`src/sv/asp_pkg.sv`:
```
// Shared types and constants of the box separation push pipeline.
package asp_pkg;

    localparam int CFG_ADDR_W  = 1;
    localparam int CFG_DATA_W  = 16;
    localparam int PUSH_W      = 32;
    localparam int M_TDATA_W   = 3 * PUSH_W;
    localparam int NUM_OPTIONS = 6;

    // Configuration register indexes.
    localparam logic [CFG_ADDR_W-1:0] REG_SKIN_MARGIN   = 1'b0;
    localparam logic [CFG_ADDR_W-1:0] REG_DEPTH_EPSILON = 1'b1;

    localparam logic [CFG_DATA_W-1:0] SKIN_RESET = 16'd328;
    localparam logic [CFG_DATA_W-1:0] EPS_RESET  = 16'd1;

    // Push directions, in priority order for ties.
    typedef enum logic [2:0] {
        OPT_PX,
        OPT_NX,
        OPT_PY,
        OPT_NY,
        OPT_PZ,
        OPT_NZ
    } opt_t;

    localparam opt_t OPT_ORDER [NUM_OPTIONS] = '{OPT_PX, OPT_NX, OPT_PY, OPT_NY, OPT_PZ, OPT_NZ};

    typedef struct packed {
        logic valid;
        logic ov;
    } ctl_t;

    typedef struct packed {
        logic valid;
        logic ov;
        logic push_en;
        opt_t opt;
    } sel_t;

endpackage

```
`src/sv/asp_depth.sv`:
```
// First stage: strict overlap test and the six penetration depths.
module asp_depth
    import asp_pkg::*;
#(
    parameter int COORD_BITS = 31,
    localparam int DW = COORD_BITS + 1
) (
    input  logic                      aclk,
    input  logic                      aresetn,
    input  logic                      adv,
    input  logic                      in_valid,
    input  logic [12*COORD_BITS-1:0]  coords,
    output ctl_t                      ctl_o,
    output logic [5:0][DW-1:0]        depth_o
);

    logic signed [COORD_BITS-1:0] amn [3];
    logic signed [COORD_BITS-1:0] amx [3];
    logic signed [COORD_BITS-1:0] bmn [3];
    logic signed [COORD_BITS-1:0] bmx [3];
    logic                         ov;

    ctl_t               ctl_reg, ctl_next;
    logic [5:0][DW-1:0] depth_reg, depth_next;

    always_comb begin
        ov = 1'b1;
        for (int i = 0; i < 3; i++) begin
            amn[i] = $signed(coords[i*COORD_BITS +: COORD_BITS]);
            amx[i] = $signed(coords[(3+i)*COORD_BITS +: COORD_BITS]);
            bmn[i] = $signed(coords[(6+i)*COORD_BITS +: COORD_BITS]);
            bmx[i] = $signed(coords[(9+i)*COORD_BITS +: COORD_BITS]);
            if (!(amn[i] < bmx[i] && amx[i] > bmn[i])) begin
                ov = 1'b0;
            end
            depth_next[2*i]   = DW'(bmx[i]) - DW'(amn[i]);
            depth_next[2*i+1] = DW'(amx[i]) - DW'(bmn[i]);
        end
        ctl_next.valid = in_valid;
        ctl_next.ov    = ov;
    end

    always_ff @(posedge aclk) begin
        if (!aresetn) begin
            ctl_reg <= '0;
        end else if (adv) begin
            ctl_reg <= ctl_next;
        end
    end

    always_ff @(posedge aclk) begin
        if (adv) begin
            depth_reg <= depth_next;
        end
    end

    assign ctl_o   = ctl_reg;
    assign depth_o = depth_reg;

endmodule

```
`src/sv/asp_cost.sv`:
```
// Second stage: option qualification against epsilon and cost with skin.
module asp_cost
    import asp_pkg::*;
#(
    parameter int COORD_BITS = 31,
    localparam int DW = COORD_BITS + 1,
    localparam int KW = COORD_BITS + 2
) (
    input  logic                  aclk,
    input  logic                  aresetn,
    input  logic                  adv,
    input  logic [CFG_DATA_W-1:0] skin,
    input  logic [CFG_DATA_W-1:0] eps,
    input  ctl_t                  ctl_i,
    input  logic [5:0][DW-1:0]    depth_i,
    output ctl_t                  ctl_o,
    output logic [5:0]            opt_valid_o,
    output logic [5:0][KW-1:0]    cost_o,
    output logic [DW-1:0]         depth_py_o
);

    ctl_t               ctl_reg;
    logic [5:0]         opt_valid_reg, opt_valid_next;
    logic [5:0][KW-1:0] cost_reg, cost_next;
    logic [DW-1:0]      depth_py_reg;

    always_comb begin
        for (int i = 0; i < 6; i++) begin
            opt_valid_next[i] = $signed(depth_i[i]) > $signed(DW'(eps));
            cost_next[i] = KW'($signed(depth_i[i])) + KW'(skin);
        end
    end

    always_ff @(posedge aclk) begin
        if (!aresetn) begin
            ctl_reg <= '0;
        end else if (adv) begin
            ctl_reg <= ctl_i;
        end
    end

    always_ff @(posedge aclk) begin
        if (adv) begin
            opt_valid_reg <= opt_valid_next;
            cost_reg      <= cost_next;
            depth_py_reg  <= depth_i[2];
        end
    end

    assign ctl_o       = ctl_reg;
    assign opt_valid_o = opt_valid_reg;
    assign cost_o      = cost_reg;
    assign depth_py_o  = depth_py_reg;

endmodule

```
`src/sv/asp_select.sv`:
```
// Third and fourth stages: upward preference test and cheapest option search.
module asp_select
    import asp_pkg::*;
#(
    parameter int COORD_BITS = 31,
    localparam int DW = COORD_BITS + 1,
    localparam int KW = COORD_BITS + 2,
    localparam int XW = COORD_BITS + 3
) (
    input  logic               aclk,
    input  logic               aresetn,
    input  logic               adv,
    input  ctl_t               ctl_i,
    input  logic [5:0]         opt_valid_i,
    input  logic [5:0][KW-1:0] cost_i,
    input  logic [DW-1:0]      depth_py_i,
    output sel_t               sel_o,
    output logic [KW-1:0]      sel_cost_o
);

    // Costs are compared doubled, except the upward one, so halving is exact.
    logic [5:0][XW-1:0] c2;
    logic               side_hit;
    logic [2:0]         w_valid_next;
    logic [2:0][XW-1:0] w_c2_next;
    logic [2:0][KW-1:0] w_cost_next;
    opt_t [2:0]         w_opt_next;
    logic               pick_hi;

    ctl_t               s3_ctl_reg;
    logic               take_up_reg, any_reg;
    logic [KW-1:0]      cost_py_reg;
    logic [2:0]         w_valid_reg;
    logic [2:0][XW-1:0] w_c2_reg;
    logic [2:0][KW-1:0] w_cost_reg;
    opt_t [2:0]         w_opt_reg;

    logic               b_valid;
    logic [XW-1:0]      b_c2;
    logic [KW-1:0]      b_cost;
    opt_t               b_opt;
    sel_t               sel_reg, sel_next;
    logic [KW-1:0]      sel_cost_reg, sel_cost_next;

    always_comb begin
        side_hit = 1'b0;
        for (int i = 0; i < 6; i++) begin
            if (i == 2) begin
                c2[i] = XW'($signed(cost_i[i]));
            end else begin
                c2[i] = XW'($signed(cost_i[i])) << 1;
            end
            if (i != 2 && opt_valid_i[i] &&
                $signed(c2[i]) < $signed(XW'($signed(depth_py_i)))) begin
                side_hit = 1'b1;
            end
        end
        for (int p = 0; p < 3; p++) begin
            pick_hi = !opt_valid_i[2*p] ||
                      (opt_valid_i[2*p+1] && $signed(c2[2*p+1]) < $signed(c2[2*p]));
            w_valid_next[p] = opt_valid_i[2*p] | opt_valid_i[2*p+1];
            w_c2_next[p]    = pick_hi ? c2[2*p+1] : c2[2*p];
            w_cost_next[p]  = pick_hi ? cost_i[2*p+1] : cost_i[2*p];
            w_opt_next[p]   = pick_hi ? OPT_ORDER[2*p+1] : OPT_ORDER[2*p];
        end
    end

    always_ff @(posedge aclk) begin
        if (!aresetn) begin
            s3_ctl_reg <= '0;
        end else if (adv) begin
            s3_ctl_reg <= ctl_i;
        end
    end

    always_ff @(posedge aclk) begin
        if (adv) begin
            take_up_reg <= opt_valid_i[2] && !side_hit;
            any_reg     <= |opt_valid_i;
            cost_py_reg <= cost_i[2];
            w_valid_reg <= w_valid_next;
            w_c2_reg    <= w_c2_next;
            w_cost_reg  <= w_cost_next;
            w_opt_reg   <= w_opt_next;
        end
    end

    // Later groups replace the current best only when strictly cheaper.
    always_comb begin
        b_valid = w_valid_reg[0];
        b_c2    = w_c2_reg[0];
        b_cost  = w_cost_reg[0];
        b_opt   = w_opt_reg[0];
        for (int p = 1; p < 3; p++) begin
            if (w_valid_reg[p] && (!b_valid || $signed(w_c2_reg[p]) < $signed(b_c2))) begin
                b_valid = 1'b1;
                b_c2    = w_c2_reg[p];
                b_cost  = w_cost_reg[p];
                b_opt   = w_opt_reg[p];
            end
        end
        sel_next.valid   = s3_ctl_reg.valid;
        sel_next.ov      = s3_ctl_reg.ov;
        sel_next.push_en = s3_ctl_reg.ov && any_reg;
        sel_next.opt     = take_up_reg ? OPT_PY : b_opt;
        sel_cost_next    = take_up_reg ? cost_py_reg : b_cost;
    end

    always_ff @(posedge aclk) begin
        if (!aresetn) begin
            sel_reg <= '0;
        end else if (adv) begin
            sel_reg <= sel_next;
        end
    end

    always_ff @(posedge aclk) begin
        if (adv) begin
            sel_cost_reg <= sel_cost_next;
        end
    end

    assign sel_o      = sel_reg;
    assign sel_cost_o = sel_cost_reg;

endmodule

```
`src/sv/asp_push.sv`:
```
// Output stage: sign, saturation and routing of the push onto its axis.
module asp_push
    import asp_pkg::*;
#(
    parameter int COORD_BITS = 31,
    localparam int KW = COORD_BITS + 2,
    localparam int EW = (KW > PUSH_W) ? KW + 1 : PUSH_W + 1
) (
    input  logic                 aclk,
    input  logic                 aresetn,
    input  logic                 adv,
    input  sel_t                 sel_i,
    input  logic [KW-1:0]        cost_i,
    output logic                 m_valid,
    output logic [M_TDATA_W-1:0] m_data,
    output logic                 m_ov
);

    localparam logic signed [EW-1:0] SAT_HI = EW'($signed(32'h7FFF_FFFF));
    localparam logic signed [EW-1:0] SAT_LO = EW'($signed(32'h8000_0000));

    logic signed [EW-1:0]     mag;
    logic signed [EW-1:0]     val;
    logic        [PUSH_W-1:0] sat;

    logic                 m_valid_reg;
    logic [M_TDATA_W-1:0] m_data_reg, m_data_next;
    logic                 m_ov_reg;

    always_comb begin
        mag = EW'($signed(cost_i));
        val = mag;
        case (sel_i.opt)
            OPT_NX, OPT_NY, OPT_NZ: val = -mag;
            default: val = mag;
        endcase
        if (val > SAT_HI) begin
            sat = SAT_HI[PUSH_W-1:0];
        end else if (val < SAT_LO) begin
            sat = SAT_LO[PUSH_W-1:0];
        end else begin
            sat = val[PUSH_W-1:0];
        end

        m_data_next = '0;
        if (sel_i.push_en) begin
            case (sel_i.opt)
                OPT_PX, OPT_NX: m_data_next[0*PUSH_W +: PUSH_W] = sat;
                OPT_PY, OPT_NY: m_data_next[1*PUSH_W +: PUSH_W] = sat;
                OPT_PZ, OPT_NZ: m_data_next[2*PUSH_W +: PUSH_W] = sat;
                default: m_data_next = '0;
            endcase
        end
    end

    always_ff @(posedge aclk) begin
        if (!aresetn) begin
            m_valid_reg <= 1'b0;
        end else if (adv) begin
            m_valid_reg <= sel_i.valid;
        end
    end

    always_ff @(posedge aclk) begin
        if (adv) begin
            m_data_reg <= m_data_next;
            m_ov_reg   <= sel_i.ov;
        end
    end

    assign m_valid = m_valid_reg;
    assign m_data  = m_data_reg;
    assign m_ov    = m_ov_reg;

endmodule

```
`src/sv/aabb_separation_push.sv`:
```
// Top level of the box separation push: config registers and five-stage pipeline.
//
// One beat on the slave channel carries two axis-aligned boxes A and B as
// twelve signed fixed-point corners; one beat on the master channel returns
// the push that moves A out of B (x, y, z, each saturated to 32 bits) and,
// on tuser, whether the boxes strictly overlapped on all three axes.
// Every input beat yields exactly one output beat, in order.
// From input acceptance to m_axis_tvalid a beat passes through depth
// subtract, cost add, preference compare, minimum combine, and the
// saturating output register. Throughput is one beat per cycle while the
// output is not stalled; the five stage registers move as one pipeline.
// When the receiver holds m_axis_tready low while a result is waiting, the
// whole pipeline freezes and s_axis_tready drops; nothing is lost or
// repeated. A stage holding a bubble does not block the stages behind it
// once the output is free.
// skin_margin and depth_epsilon are written through cfg_we / cfg_addr /
// cfg_wdata and reset to 328 and 1. They are to be written only while the
// pipeline is empty. Reset is synchronous and clears all valid bits.
module aabb_separation_push
    import asp_pkg::*;
#(
    parameter int COORD_BITS = 31,
    localparam int S_TDATA_W = ((12 * COORD_BITS + 7) / 8) * 8,
    localparam int KW = COORD_BITS + 2,
    localparam int DW = COORD_BITS + 1
) (
    input  logic                  aclk,
    input  logic                  aresetn,
    input  logic                  cfg_we,
    input  logic [CFG_ADDR_W-1:0] cfg_addr,
    input  logic [CFG_DATA_W-1:0] cfg_wdata,
    // a_min_x, a_min_y, a_min_z, a_max_x, a_max_y, a_max_z,
    // b_min_x, b_min_y, b_min_z, b_max_x, b_max_y, b_max_z, zero fill
    input  logic [S_TDATA_W-1:0]  s_axis_tdata,
    input  logic                  s_axis_tvalid,
    output logic                  s_axis_tready,
    // push_x, push_y, push_z
    output logic [M_TDATA_W-1:0]  m_axis_tdata,
    // overlapping
    output logic                  m_axis_tuser,
    output logic                  m_axis_tvalid,
    input  logic                  m_axis_tready
);

    logic [CFG_DATA_W-1:0] skin_margin_reg;
    logic [CFG_DATA_W-1:0] depth_epsilon_reg;
    logic                  adv;

    ctl_t               d_ctl;
    logic [5:0][DW-1:0] d_depth;
    ctl_t               c_ctl;
    logic [5:0]         c_opt_valid;
    logic [5:0][KW-1:0] c_cost;
    logic [DW-1:0]      c_depth_py;
    sel_t               s_sel;
    logic [KW-1:0]      s_cost;

    always_ff @(posedge aclk) begin
        if (!aresetn) begin
            skin_margin_reg   <= SKIN_RESET;
            depth_epsilon_reg <= EPS_RESET;
        end else if (cfg_we) begin
            case (cfg_addr)
                REG_SKIN_MARGIN:   skin_margin_reg   <= cfg_wdata;
                REG_DEPTH_EPSILON: depth_epsilon_reg <= cfg_wdata;
                default: ;
            endcase
        end
    end

    // The pipeline advances whenever the output register is empty or being read.
    assign adv           = !m_axis_tvalid || m_axis_tready;
    assign s_axis_tready = adv;

    asp_depth #(.COORD_BITS(COORD_BITS)) u_depth (
        .aclk     (aclk),
        .aresetn  (aresetn),
        .adv      (adv),
        .in_valid (s_axis_tvalid),
        .coords   (s_axis_tdata[12*COORD_BITS-1:0]),
        .ctl_o    (d_ctl),
        .depth_o  (d_depth)
    );

    asp_cost #(.COORD_BITS(COORD_BITS)) u_cost (
        .aclk        (aclk),
        .aresetn     (aresetn),
        .adv         (adv),
        .skin        (skin_margin_reg),
        .eps         (depth_epsilon_reg),
        .ctl_i       (d_ctl),
        .depth_i     (d_depth),
        .ctl_o       (c_ctl),
        .opt_valid_o (c_opt_valid),
        .cost_o      (c_cost),
        .depth_py_o  (c_depth_py)
    );

    asp_select #(.COORD_BITS(COORD_BITS)) u_select (
        .aclk        (aclk),
        .aresetn     (aresetn),
        .adv         (adv),
        .ctl_i       (c_ctl),
        .opt_valid_i (c_opt_valid),
        .cost_i      (c_cost),
        .depth_py_i  (c_depth_py),
        .sel_o       (s_sel),
        .sel_cost_o  (s_cost)
    );

    asp_push #(.COORD_BITS(COORD_BITS)) u_push (
        .aclk    (aclk),
        .aresetn (aresetn),
        .adv     (adv),
        .sel_i   (s_sel),
        .cost_i  (s_cost),
        .m_valid (m_axis_tvalid),
        .m_data  (m_axis_tdata),
        .m_ov    (m_axis_tuser)
    );

endmodule

```
`config.mk`:
```
export PLATFORM = sky130hd
export DESIGN_NAME = aabb_separation_push
export DESIGN_NICKNAME = d
export VERILOG_FILES = /design/src/sv/asp_pkg.sv /design/src/sv/asp_depth.sv /design/src/sv/asp_cost.sv /design/src/sv/asp_select.sv /design/src/sv/asp_push.sv /design/src/sv/aabb_separation_push.sv
export SDC_FILE = /design/constraint.sdc
export NUM_CORES = 2
export LEC_CHECK = 0
export ABC_AREA = 1
export BUFFER_PORTS_ARGS = -buffer_cell sky130_fd_sc_hd__buf_4
export CAP_MARGIN = 20
export CORE_MARGIN = 2
export CORE_UTILIZATION = 60
export DETAILED_ROUTE_END_ITERATION = 10
export PLACE_DENSITY = 0.86
export SYNTH_ARGS = -nofsm -noshare
export SYNTH_HDL_FRONTEND = slang
export SYNTH_SLANG_ARGS = --single-unit
export TNS_END_PERCENT = 1
```
`constraint.sdc`:
```
create_clock -name aclk -period 77.1 [get_ports aclk]
set_clock_uncertainty 0.15 [all_clocks]
set_input_delay 15.42 -clock aclk [delete_from_list [all_inputs] [get_ports aclk]]
set_output_delay 15.42 -clock aclk [all_outputs]
set_load 0.02 [all_outputs]
```
# Word level (Yosys, flattened, before mapping)
# Index checks and enable logic that the tools add are counted.
# op_classes
n_addsub	13
n_lt_le_gt_ge	24
eq_ne	5
mux	28
bitwise	4
reduce_logical	39
# ops
operator	count
adder 32 x 17 -> 33 bit	6
2-to-1 mux 33 bit	6
greater-than comparator 32 x 17 -> 1 bit	6
subtractor 31 x 31 -> 32 bit	6
< comparator 34 x 32 -> 1 bit	5
2-to-1 mux 34 bit	5
< comparator 34 bit	4
greater-than comparator 31 bit	3
< comparator 31 bit	3
2-to-1 mux 32 bit	2
greater-than comparator 34 x 32 -> 1 bit, second input constant	1
< comparator 34 x 32 -> 1 bit, second input constant	1
< comparator 34 x 33 -> 1 bit	1
negation 33 -> 34 bit	1
logical AND 1 bit	15
2-to-1 mux 1 bit	12
AND reduction 2 bit	5
2-to-1 mux 3 bit	3
logical NOT 1 bit	7
equality test 3 x 2 -> 1 bit, second input constant	2
equality test 3 bit, second input constant	2
logical OR 1 bit	6
OR reduction 2 bit	3
OR reduction 6 bit	1
other kinds (5)	7
# totals
register_bits	851
inputBits	398
output_inout_bits	99

# Logic depth before layout (Yosys ltp)
# logic_depth
word_depth	9
depth_mapped	36
mapped_depth_nobuf	33

# Cells and area by module
# Synthesis repeated with hierarchy kept, for this count alone.
# unflattened
hier_cells	7743
area_unflattened_um2	60588.1
# by_module_without_submodules
mod	n_inst	cells_per_inst	area_each_um2
asp_cost	1	2762	19683.9
asp_depth	1	2381	17939.7
asp_select	1	1996	17016.3
asp_push	1	433	4653.2
aabb_separation_push	1	171	1295.0

# Worst setup path before layout
# Ideal clock, no wire load.
# synth_path
path_type	input to output
startpoint	in m_axis_tready
endpoint	out s_axis_tready
arrival_ns	29.153
t_required_ns	61.530
path_slack_ns	32.377
path_stages	2
path_buffers	0
cell_sequence	nor2_1 > clkinv_1
# synth_between
elab_chain_len	1
# synth_lines
item	line	rtl
start: declaration	aabb_separation_push.sv:42	input logic m_axis_tready
logical OR 1 bit	aabb_separation_push.sv:72	assign adv = !m_axis_tvalid || m_axis_tready;
end: declaration	aabb_separation_push.sv:36	output logic s_axis_tready,
# Every way passes these cells.

# Final worst setup path
# Ends and elaborated chain as after synthesis.

==> results.sh <==
export IMPL_dp_slack_ps=44820
export IMPL_cts_tree="done"
export IMPL_placementRows=109
export IMPL_drt_pass1_iterations=6
export IMPL_antenna_found_initial=5
export IMPL_holdPathEnd="u_select.cost_py_reg[11]"
export IMPL_synth_seq_area_share_pct=42.9
export IMPL_worstSetupPathType="in -> out"
export IMPL_grt_start_max_net_pins=149
export IMPL_rr_worst_depth=27
export IMPL_track_usage_pct=33.4
export IMPL_synth_largest_area_cell="edfxtp_1"
export IMPL_synthTopCellsByArea="edfxtp_1 41%, ha_1 17%, nand2_1 6.8%, inv_1 5.8%, a21oi_1 4.6%"
export IMPL_root_buffer="clkbuf_16"
export IMPL_finalCriticalPeriod_ps=32300
export IMPL_synth_top_area_share_pct=41.2
export IMPL_hold_class="reg -> reg"
export IMPL_p_per_area_nw_per_um2=33.4
export IMPL_rr_endpoint="u_select.sel_cost_o[1]"
export IMPL_synthFlopType="edfxtp_1"
export IMPL_ant_nets=0
export IMPL_nNetsFinal=7482
export IMPL_synth_fp_nets=6965
export IMPL_ys_warnings_count=0
export IMPL_regArea_um2=22900
export IMPL_synthToLayoutAreaGrowth_pct=14.3
export IMPL_synth_cell_types=58
export IMPL_leakagePower_nw=28.9
export IMPL_fill_cells=6651
export IMPL_synth_seq_cells=776
export IMPL_cts_buffers_inserted=79
export IMPL_route_detailed_drc=0
export IMPL_cp_max_fo=127
export IMPL_cts_setup_buffers=0
export IMPL_grt_pass1_wl_um=232000
export IMPL_die_h_um=302
export IMPL_routed_wl_um=154000
export IMPL_timing_max_transition_violations_final=0
export IMPL_drt_initial_drc_count=4825
export IMPL_rsz0062_at_grt="false"
export IMPL_initial_core_util_pct=60.4
export IMPL_hpwlAfterDp_um=125000
export IMPL_reg2reg_slack_ps=70670
export IMPL_die_area_um2=91300
export IMPL_overflow=0
export IMPL_clk_pin_slew_ps=60
export IMPL_worst_slack_ps=44800
export IMPL_synthArstFlopShare_pct=0
export IMPL_report_final_setup_viol=0
export IMPL_post_drt_wl_per_cell_um=20.3
export IMPL_largest_reg_flops=198
export IMPL_reg2reg_from="u_select.w_cost_reg[65]"
export IMPL_htreeDepth=3
export IMPL_finalSetupTns_ps=0
export IMPL_mostFrequentLayoutCells="960 x nand2_1, 818 x inv_1, 731 x edfxtp_1, 712 x ha_1, 511 x buf_4"
export IMPL_multiInputGateArea_um2=27000
export IMPL_worstPathArrival_ps=16730
export IMPL_io_buffer_count=492
export IMPL_gp_congestion=0.983
export IMPL_postPlaceCellArea_um2=58400
export IMPL_finalCritPeriodShare_pct=41.9
export IMPL_syn_avg_cell_area_um2=9.13
export IMPL_io_pins=497
export IMPL_max_freq_mhz=31.0
export IMPL_syn_cell_area_um2=53300
export IMPL_ctsResizeCount=0
export IMPL_hold_viol=0
export IMPL_status="finished clean"
export IMPL_die_w_um=302
export IMPL_drive_gt1_share_pct=11.3
export IMPL_cts_hold_buf=0
export IMPL_cts_max_path_buffers=3
export IMPL_viasPerCell=5.81
export IMPL_clock_sinks=776
export IMPL_slew_headroom_pct=29.4
export IMPL_cap_viol_max_count=0
export IMPL_worstSkewPairLatency_ps=640
export IMPL_grt_pass1_vias=42252
export IMPL_final_common_cell="nand2_1"
export IMPL_worst_hold_slack_ps=296
export IMPL_fp_coreArea_um2=88200
export IMPL_vdd_ir_drop_max_mv=0.0356
export IMPL_design_area_um2=60900
export IMPL_synth_edff_count=731
export IMPL_hold_depth=0
export IMPL_required_ps=61530
export IMPL_worstMarginPinSlew_ps=1060
export IMPL_vias=44081
export IMPL_cp_start_kind="input port"
export IMPL_netlist_instances=5843
export IMPL_min_from="u_cost.cost_o[77]"
export IMPL_cp_end_kind="output port"
[Yosys cell counts (15+ instances only)]
master and instances:
o21ai_0 381, a21oi_1 488, a21o_1 23, a21boi_1 45, nand2_1 961, o31ai_1 15
ha_1 712, nand3_1 124, nor2_1 455, o21bai_1 15, xnor2_1 142, edfxtp_1 731
a31oi_1 59, nand2_2 26, o21a_1 37, nor4_1 39, nand4_1 65, dfxtp_1 45
o21ai_1 76, inv_2 32, inv_1 818, a211oi_1 20, nor3_1 72, a21boi_0 21
o211ai_1 26, xor2_1 245, clkbuf_1 62
[metrics by stage]
step / cells / power (mW) / util (%)
after floorplan: 5843 / 1.34 / -
after detailed placement: 7444 / 1.63 / 66.2
after global placement: 7442 / 1.59 / 66.1
final: 7589 / 2.03 / 69.1
after CTS: 7587 / 2.02 / 69.1
after global routing: 7589 / 2.18 / 69.1
[routing by layer]
metal	vias up	GRT usage [%]	routed length, µm
met2	2213	54.1	70100
met5	-	0	30
li1	21212	-	-
met1	20270	43.9	60900
met4	4	18.5	9470
met3	382	3.97	13500
[where the power goes]
group	internal [mW]	switching (mW)	total, mW
logic	0.325	0.570	0.896
registers	0.635	0.120	0.755
clock network	0.218	0.165	0.383
[worst max-delay path: stages]
cell and delay, ps:
buf_4 90, nor2_2 30, buf_4 220, inv_8 630, buf_4 270
[cell type report]
type / count / area share, %
Sequential cell: 776 / 37.5
Timing Repair Buffer: 514 / 6.36
Clock buffer: 100 / 3.56
Multi-Input combinational cell: 4137 / 44.3
Tap cell: 1165 / 2.39
Inverter: 852 / 5.26
Antenna cell: 2 / 0.00821
Clock inverter: 43 / 0.661
[logic make-up (layout without fill, tap and decap cells)]
group	Yosys count	after routing	share of synthesized area (%)
adder cells (fa/ha/maj)	724	724	17.2
AO/OA/AOI/OAI	1256	1256	13.3
XOR/XNOR	387	387	6.36
buffers and inverters	930	1509	6.62
AND/OR/NAND/NOR	1770	1770	13.7
flip-flops	776	776	42.9
other	0	2	0
[worst max-delay path by stage]
stage / from / end / slack (ps)
detailed placement: m_axis_tready / s_axis_tready / 44820
floorplan: m_axis_tready / s_axis_tready / 32380
global route: m_axis_tready / s_axis_tready / 44760
CTS: m_axis_tready / s_axis_tready / 44820
global placement: m_axis_tready / s_axis_tready / 44850
finish: m_axis_tready / s_axis_tready / 44800
Note: power is estimated with default switching activity, not from simulation.
